<file path="src/hw/rtl/pta_pkg.sv">
package pta_pkg;

	localparam int TABLE_ENTRIES = 4;
	localparam int NGAPS         = TABLE_ENTRIES + 1;
	localparam int SLOT_W        = 2;
	localparam int BYTE_W        = 31;
	localparam int HDR_W         = 16;
	localparam int NAME_W        = 64;
	localparam int END_W         = BYTE_W + 1;
	localparam int GAP_W         = END_W + 2;
	localparam int NEED_W        = BYTE_W + 20;
	localparam int CFG_IDX_W     = 1;
	localparam int IN_W          = 104;
	localparam int OUT_W         = 72;

	localparam logic [CFG_IDX_W-1:0] CFG_DISK   = 1'b0;
	localparam logic [CFG_IDX_W-1:0] CFG_HEADER = 1'b1;

	localparam logic [HDR_W-1:0] HEADER_RESET = 16'd512;

	localparam logic OP_CREATE = 1'b0;
	localparam logic OP_LOOKUP = 1'b1;

	localparam logic [1:0] UNIT_B   = 2'd0;
	localparam logic [1:0] UNIT_KIB = 2'd1;
	localparam logic [1:0] UNIT_MIB = 2'd2;

	localparam logic [1:0] FIT_FIRST = 2'd0;
	localparam logic [1:0] FIT_BEST  = 2'd1;
	localparam logic [1:0] FIT_WORST = 2'd2;

	typedef enum logic [2:0] {
		ST_OK        = 3'd0,
		ST_BAD       = 3'd1,
		ST_DUPLICATE = 3'd2,
		ST_FULL      = 3'd3,
		ST_EXTENDED  = 3'd4,
		ST_NO_SPACE  = 3'd5,
		ST_NOT_FOUND = 3'd6
	} status_t;

	typedef struct packed {
		logic              operation;
		logic [BYTE_W-1:0] size_value;
		logic [1:0]        size_unit;
		logic              kind;
		logic [1:0]        fit_mode;
		logic [NAME_W-1:0] name_key;
	} req_t;

	typedef struct packed {
		status_t           status;
		logic [SLOT_W-1:0] slot;
		logic [BYTE_W-1:0] start_byte;
		logic [BYTE_W-1:0] length_bytes;
		logic              found_kind;
	} res_t;

	typedef struct packed {
		logic              en;
		logic [SLOT_W-1:0] slot;
		logic [BYTE_W-1:0] start;
		logic [BYTE_W-1:0] length;
		logic              ext;
		logic [NAME_W-1:0] name;
	} tbl_wr_t;

	typedef struct packed {
		logic [TABLE_ENTRIES-1:0]             live;
		logic [TABLE_ENTRIES-1:0][BYTE_W-1:0] start;
		logic [TABLE_ENTRIES-1:0][BYTE_W-1:0] length;
		logic [TABLE_ENTRIES-1:0]             ext;
		logic [TABLE_ENTRIES-1:0][NAME_W-1:0] name;
		logic [BYTE_W-1:0]                    disk;
		logic [HDR_W-1:0]                     header;
	} tbl_t;

endpackage

</file>
<file path="src/hw/rtl/partition_table_fit_allocator.sv">
// Partition table allocator with a four-entry table. Each request item passes through the
// decision stage that sits between the input register and the result register,
// so one item is accepted per clock while the result side keeps up, and its result
// is captured in the result register once the output side can take it.
// The table update of a create and the capture of its result happen at the same edge, so
// the next item already sees the new entry. The table is empty after reset; disk size
// and header size must be written on the cfg port while no item is in flight; not enforced.
module partition_table_fit_allocator (
	input  logic                          clk,
	input  logic                          arst_n,
	input  logic                          s_tvalid,
	output logic                          s_tready,
	// size_value[30:0], size_unit[32:31], kind[33], fit_mode[35:34], name_key[99:36]
	input  logic [pta_pkg::IN_W-1:0]      s_tdata,
	// operation[0]
	input  logic                          s_tuser,
	output logic                          m_tvalid,
	input  logic                          m_tready,
	// status[2:0], slot[4:3], start_byte[35:5], length_bytes[66:36], found_kind[67]
	output logic [pta_pkg::OUT_W-1:0]     m_tdata,
	input  logic                          cfg_we,
	input  logic [pta_pkg::CFG_IDX_W-1:0] cfg_index,
	input  logic [pta_pkg::BYTE_W-1:0]    cfg_data
);

	pta_pkg::req_t    req_s1;
	logic             valid_s1;
	pta_pkg::res_t    res;
	pta_pkg::res_t    res_q;
	logic             out_valid_q;
	pta_pkg::tbl_wr_t wr_eng;
	pta_pkg::tbl_wr_t wr;
	pta_pkg::tbl_t    tbl;
	logic             advance;

	assign advance  = valid_s1 && (!out_valid_q || m_tready);
	assign s_tready = !valid_s1 || advance;

	always_ff @(posedge clk or negedge arst_n) begin
		if (!arst_n) begin
			valid_s1 <= 1'b0;
		end else if (s_tvalid && s_tready) begin
			valid_s1 <= 1'b1;
		end else if (advance) begin
			valid_s1 <= 1'b0;
		end
	end

	always_ff @(posedge clk) begin
		if (s_tvalid && s_tready) begin
			req_s1.operation  <= s_tuser;
			req_s1.size_value <= s_tdata[30:0];
			req_s1.size_unit  <= s_tdata[32:31];
			req_s1.kind       <= s_tdata[33];
			req_s1.fit_mode   <= s_tdata[35:34];
			req_s1.name_key   <= s_tdata[99:36];
		end
	end

	pta_engine u_engine (
		.req (req_s1),
		.tbl (tbl),
		.res (res),
		.wr  (wr_eng)
	);

	always_comb begin
		wr    = wr_eng;
		wr.en = wr_eng.en && advance;
	end

	pta_table u_table (
		.clk       (clk),
		.arst_n    (arst_n),
		.cfg_we    (cfg_we),
		.cfg_index (cfg_index),
		.cfg_data  (cfg_data),
		.wr        (wr),
		.tbl       (tbl)
	);

	always_ff @(posedge clk or negedge arst_n) begin
		if (!arst_n) begin
			out_valid_q <= 1'b0;
		end else if (advance) begin
			out_valid_q <= 1'b1;
		end else if (m_tready) begin
			out_valid_q <= 1'b0;
		end
	end

	always_ff @(posedge clk) begin
		if (advance)
			res_q <= res;
	end

	assign m_tvalid = out_valid_q;
	assign m_tdata  = {4'b0, res_q.found_kind, res_q.length_bytes, res_q.start_byte,
		res_q.slot, res_q.status};

endmodule

</file>
<file path="src/hw/rtl/pta_table.sv">
module pta_table (
	input  logic                          clk,
	input  logic                          arst_n,
	input  logic                          cfg_we,
	input  logic [pta_pkg::CFG_IDX_W-1:0] cfg_index,
	input  logic [pta_pkg::BYTE_W-1:0]    cfg_data,
	input  pta_pkg::tbl_wr_t              wr,
	output pta_pkg::tbl_t                 tbl
);

	pta_pkg::tbl_t tbl_q;

	assign tbl = tbl_q;

	always_ff @(posedge clk or negedge arst_n) begin
		if (!arst_n) begin
			tbl_q <= '{live: '0, start: '0, length: '0, ext: '0, name: '0, disk: '0,
				header: pta_pkg::HEADER_RESET};
		end else begin
			if (cfg_we) begin
				case (cfg_index)
					pta_pkg::CFG_DISK:   tbl_q.disk   <= cfg_data;
					pta_pkg::CFG_HEADER: tbl_q.header <= cfg_data[pta_pkg::HDR_W-1:0];
					default: ;
				endcase
			end
			if (wr.en) begin
				tbl_q.live[wr.slot]   <= 1'b1;
				tbl_q.start[wr.slot]  <= wr.start;
				tbl_q.length[wr.slot] <= wr.length;
				tbl_q.ext[wr.slot]    <= wr.ext;
				tbl_q.name[wr.slot]   <= wr.name;
			end
		end
	end

endmodule

</file>
<file path="src/hw/rtl/pta_engine.sv">
module pta_engine (
	input  pta_pkg::req_t    req,
	input  pta_pkg::tbl_t    tbl,
	output pta_pkg::res_t    res,
	output pta_pkg::tbl_wr_t wr
);

	localparam int N = pta_pkg::TABLE_ENTRIES;
	localparam int G = pta_pkg::NGAPS;

	logic [pta_pkg::NEED_W-1:0] need;
	logic [N-1:0][N-1:0]        bef;
	logic [G-1:0][G-1:0]        prec;
	logic [G-1:0][pta_pkg::END_W-1:0] gstart;
	logic [G-1:0][pta_pkg::END_W-1:0] gend;
	logic [G-1:0][pta_pkg::GAP_W-1:0] gsize;
	logic [G-1:0][pta_pkg::END_W:0]   gsz;
	logic [G-1:0]               gok;
	logic [G-1:0]               win;
	logic [pta_pkg::END_W-1:0]  pick_start;
	logic                       any_fit;
	logic                       dup, full, ext_exists, found;
	logic [pta_pkg::SLOT_W-1:0] free_slot, hit_slot;
	logic                       free_seen;

	// scaled size, unit code three counts as kibibytes
	always_comb begin
		case (req.size_unit)
			pta_pkg::UNIT_B:   need = {20'b0, req.size_value};
			pta_pkg::UNIT_MIB: need = {req.size_value, 20'b0};
			default:           need = {10'b0, req.size_value, 10'b0};
		endcase
	end

	// table order: by start, then by slot
	always_comb begin
		for (int i = 0; i < N; i++)
			for (int j = 0; j < N; j++)
				bef[i][j] = (tbl.start[i] < tbl.start[j]) ||
					((tbl.start[i] == tbl.start[j]) && (i < j));
	end

	// gap 0 follows the header, gap i+1 follows entry i
	always_comb begin
		for (int g = 0; g < G; g++)
			for (int h = 0; h < G; h++) begin
				if (g == h)      prec[g][h] = 1'b0;
				else if (g == 0) prec[g][h] = 1'b1;
				else if (h == 0) prec[g][h] = 1'b0;
				else             prec[g][h] = bef[g-1][h-1];
			end
	end

	always_comb begin
		logic seen;
		for (int g = 0; g < G; g++) begin
			if (g == 0)
				gstart[g] = {{(pta_pkg::END_W - pta_pkg::HDR_W){1'b0}}, tbl.header};
			else
				gstart[g] = {1'b0, tbl.start[g-1]} + {1'b0, tbl.length[g-1]};
			seen    = 1'b0;
			gend[g] = {1'b0, tbl.disk};
			// gap ends at the next live start in table order, else at disk end
			for (int j = 0; j < N; j++) begin
				if (tbl.live[j] && (g == 0 || (j != g - 1 && bef[g-1][j])) &&
					(!seen || {1'b0, tbl.start[j]} < gend[g])) begin
					gend[g] = {1'b0, tbl.start[j]};
					seen    = 1'b1;
				end
			end
			gsize[g] = {2'b0, gend[g]} - {2'b0, gstart[g]};
			gsz[g]   = gsize[g][pta_pkg::END_W:0];
			gok[g]   = (g == 0 || tbl.live[g-1]) && !gsize[g][pta_pkg::GAP_W-1] &&
				({{(pta_pkg::NEED_W - pta_pkg::END_W - 1){1'b0}}, gsz[g]} >= need);
		end
	end

	always_comb begin
		logic better;
		for (int g = 0; g < G; g++) begin
			win[g] = gok[g];
			for (int h = 0; h < G; h++) begin
				case (req.fit_mode)
					pta_pkg::FIT_BEST:  better = (gsz[g] < gsz[h]) ||
						((gsz[g] == gsz[h]) && prec[g][h]);
					pta_pkg::FIT_WORST: better = (gsz[g] > gsz[h]) ||
						((gsz[g] == gsz[h]) && prec[g][h]);
					default:            better = prec[g][h];
				endcase
				if (h != g && gok[h] && !better)
					win[g] = 1'b0;
			end
		end
	end

	always_comb begin
		pick_start = '0;
		for (int g = 0; g < G; g++)
			if (win[g])
				pick_start = pick_start | gstart[g];
	end

	assign any_fit = |win;

	always_comb begin
		dup        = 1'b0;
		ext_exists = 1'b0;
		found      = 1'b0;
		hit_slot   = '0;
		free_seen  = 1'b0;
		free_slot  = '0;
		for (int i = 0; i < N; i++) begin
			if (tbl.live[i] && tbl.name[i] == req.name_key) begin
				dup = 1'b1;
				if (!found) begin
					found    = 1'b1;
					hit_slot = pta_pkg::SLOT_W'(i);
				end
			end
			if (tbl.live[i] && tbl.ext[i])
				ext_exists = 1'b1;
			if (!tbl.live[i] && !free_seen) begin
				free_seen = 1'b1;
				free_slot = pta_pkg::SLOT_W'(i);
			end
		end
		full = !free_seen;
	end

	always_comb begin
		res = '0;
		wr  = '0;
		wr.slot   = free_slot;
		wr.start  = pick_start[pta_pkg::BYTE_W-1:0];
		wr.length = need[pta_pkg::BYTE_W-1:0];
		wr.ext    = req.kind;
		wr.name   = req.name_key;
		if (req.operation == pta_pkg::OP_LOOKUP) begin
			if (found) begin
				res.status       = pta_pkg::ST_OK;
				res.slot         = hit_slot;
				res.start_byte   = tbl.start[hit_slot];
				res.length_bytes = tbl.length[hit_slot];
				res.found_kind   = tbl.ext[hit_slot];
			end else begin
				res.status = pta_pkg::ST_NOT_FOUND;
			end
		end else if (req.size_value == '0 || req.name_key == '0) begin
			res.status = pta_pkg::ST_BAD;
		end else if (dup) begin
			res.status = pta_pkg::ST_DUPLICATE;
		end else if (full) begin
			res.status = pta_pkg::ST_FULL;
		end else if (req.kind && ext_exists) begin
			res.status = pta_pkg::ST_EXTENDED;
		end else if (!any_fit) begin
			res.status = pta_pkg::ST_NO_SPACE;
		end else begin
			wr.en            = 1'b1;
			res.status       = pta_pkg::ST_OK;
			res.slot         = free_slot;
			res.start_byte   = wr.start;
			res.length_bytes = wr.length;
			res.found_kind   = req.kind;
		end
	end

endmodule

</file>
<file path="config.mk">
export PLATFORM = sky130hd
export DESIGN_NAME = partition_table_fit_allocator
export DESIGN_NICKNAME = d
export VERILOG_FILES = /design/src/hw/rtl/pta_pkg.sv /design/src/hw/rtl/partition_table_fit_allocator.sv /design/src/hw/rtl/pta_table.sv /design/src/hw/rtl/pta_engine.sv
export SDC_FILE = /design/constraint.sdc
export NUM_CORES = 2
export LEC_CHECK = 0
export BUFFER_PORTS_ARGS = -buffer_cell sky130_fd_sc_hd__clkbuf_2
export CORE_ASPECT_RATIO = 1.5
export CORE_MARGIN = 1
export CORE_UTILIZATION = 70
export CTS_CLUSTER_DIAMETER = 150
export DETAILED_ROUTE_END_ITERATION = 6
export PLACE_DENSITY_LB_ADDON = 0.25
export SLEW_MARGIN = 20
export SYNTH_ARGS = -nofsm -noshare
export SYNTH_HDL_FRONTEND = slang
export SYNTH_SLANG_ARGS = --single-unit
</file>
<file path="constraint.sdc">
create_clock -name clk -period 35 [get_ports clk]
set_clock_uncertainty 0.05 [all_clocks]
set_input_delay 7 -clock clk [delete_from_list [all_inputs] [get_ports clk]]
set_output_delay 7 -clock clk [all_outputs]
set_load 0.1 [all_outputs]
</file>
==> summary.md <==
| Metric | Value |
|---|---|
| Outcome | finished with violations |
| Final slew viol count | 0 |
| FP Rows | ~150 |
| CP top delay family | compound AO/OA/AOI/OAI gates |
| DP HPWL | 260000 µm |
| Drt wl/cell | 34.8 µm |
| Critical path type | reg2reg |
| Antenna Violating Nets Remaining | 0 |
| Max-cap violations | 0 |
| Final-report setup violation count | 0 |
| FF+latch count, synth | 730 |
| Slowest stage cell on the critical path | a211oi_1 |
| Fin util | between 70% and 80% |
| FILL cells | just under 8k |
| Cell taking the most area after synthesis | ha_1 |
| Clk buf depth | 3 |
| Register area share after synthesis | about a quarter |
| Fin crit share | 67.1% |
| Antenna violations before repair | 27 |
| Total congestion overflow | 0 |
| Share of cells above drive strength 1 | 13.9% |
| # port buffers | a little over 200 |
| Die width | approximately 270 µm |
| CTS resizes | 0 |
| Die area | around 110000 µm² |
| Worst setup EP type | register |
| Unrepaired setup endpoints after global routing | no |
| DP Cell Count | a little under 10k |
| Synth async-reset ratio | roughly three quarters |
| Most frequent cells in the layout | ha_1, a21oi_1, dfrtp_1 |
| Core Region | ~110000 µm² |
| Clock sink count | 730 |
| Routability cong. | between 1 and 1.5 |
| Largest net degree at the start of global routing | 171 |
| CTS Buf Count | 75 |
| Min-delay src | u_table.tbl[173] |
| CTS tree | done |
| Reg2reg start | u_table.tbl[515] |
| Syn avg cell area | roughly 9.2 µm² |
| CP max FO | 66 |
| Setup_tns | 0 ns |
| Setup bufs post-CTS | 0 |
| CP Launch Point | u_table.tbl[515] |
| Post-Layout Cell Count | about 10k |
| Htree depth | 3 |
| CTS Root Cell | clkbuf_16 |
| Final Hold Vio Count | 0 |
| Drt total wl | between 300000 and 400000 µm |
| Max Freq | between 40 and 50 MHz |
| Top cells by area, synth | ha_1, dfrtp_1, mux2_2, edfxtp_1, mux2i_1 |
| DRC errors left | 198 |
| Initial Utilization | between 70% and 80% |
| Worst hold margin | roughly 0.46 ns |
| Latest clock arrival within the worst-skew pair | slightly above 0.8 ns |
| Yosys Warn Count | 0 |
| Critical Path AT | about 24 ns |
| Top-area cell type share of the netlist area | a little over a fifth |
| Via count | approximately 76k |
| Failing checks | DRC |
| First drt pass iteration count | 7 |
| Vias in the first global route | between 70k and 80k |
| Top Ports | 216 |
| Mapped Cells | about 8.3k |
| Worst hold path type | reg2reg |
| Commonest non-fill, non-tap cell in the layout | ha_1 |
| Max-slew headroom | 1.98% |
| Vias/cell | 7.69 |
| Drt first-iter violations | approximately 13k |
| Clk slew on worst S/H paths | approximately 0.070 ns |
| Post-synth cell types | a little over 90 |
| WP buf/inv | 7 |
| Global-route wire length before repair | a little over 500000 µm |
| Measured slew at the worst slew-check pin | between 1 and 1.5 ns |
| GRT Overall Usage | a little under two thirds |
| Cell area after synthesis | about 76000 µm² |
| Most common cell on crit path | a21o_1 |
| Critical path data required time | between 30 and 40 ns |
| Post-synth EDFFs | ~170 |
| Post-route minimum period | 23.47 ns |
| Syn-to-layout area delta | 7.89% |
| Slowest stage delay, CP | between 1 and 1.5 ns |
| Final net count | 9859 |
| Number of hold buffers added after CTS | 0 |
| Most used DFF post-synth | dfrtp_1 |
| Die Span Y | 405 µm |
| Crit start category | register |
-- routing by layer --
layer | track usage, % | wire (µm)
met3 | 32.2 | 49300
met5 | 4.19 | 695
met1 | 63.1 | 103000
met4 | 70.9 | 52500
met2 | 90.4 | 140000
-- worst paths after layout --
kind | endpoint | slack [ns] | cells past startpoint
max | u_table.tbl[236] | 11.53 | 71
min | u_table.tbl[173] | 0.46 | 1
max reg2reg | u_table.tbl[236] | 11.53 | 71
min reg2reg | u_table.tbl[173] | 0.46 | 1
max in group asynchronous | u_table.tbl[520] | 25.66 | 4
min in group asynchronous | u_table.tbl[462] | 6.06 | 1
-- Yosys cell counts, drive strengths merged, types with 82 or more instances --
library cell and instances:
xnor2 271, o22ai 118, o21a 96, nor3 126
nand2 471, a21o 312, nand3 138, edfxtp 169
ha 1277, clkbuf 213, nand4 249, mux2i 368
nand2b 106, a21oi 570, nor2b 127, o21ai 468
inv 470, nor2 469, xor2 198, mux2 569
buf 82, dfrtp 560, nor4 105
-- flip-flops by register name, summed over array words and instances (netlist names) --
| signal | cells |
|---|---|
| req_s1 | 101 |
| m_tdata | 68 |
| valid_s1 | 1 |
| m_tvalid | 1 |
| u_table.tbl | 559 |
-- final cells by class --
cell class / instances / area (µm²) / share of cell area, %
diodes: 23 / 57.6 / 0.0704
clock buffers: 95 / 2030 / 2.49
clock inverters: 44 / 490 / 0.600
inverters: 471 / 1770 / 2.16
multi-input cells: 6784 / 54100 / 66.2
flip-flops and latches: 730 / 19100 / 23.4
well taps: 1415 / 1770 / 2.17
repair buffers: 369 / 2370 / 2.90
-- stage by stage --
step	worst slack, ns	area [µm²]
after floorplan	17.82	75800
after global placement	12.97	78700
after detailed placement	12.95	78700
after CTS	12.81	81200
after global routing	11.16	81700
final	11.53	81700
-- cells by family (layout without fill, tap and decap cells) --
group / after synthesis / in the layout / share of synthesized area, %
and+or+nand+nor: 2021 / 2021 / 13.4
adders and majority gates: 1286 / 1286 / 21.3
xor gates and xnor gates: 469 / 469 / 5.42
buffers and inverters: 766 / 979 / 4.02
muxes: 937 / 937 / 13.3
DFF: 730 / 730 / 25.2
other: 1 / 27 / 0.00495
AOI/OAI and AO/OA: 2067 / 2067 / 17.3
Power is not shown: default switching activity piles up to over one toggle a cycle in this logic, so the estimate is an artifact.
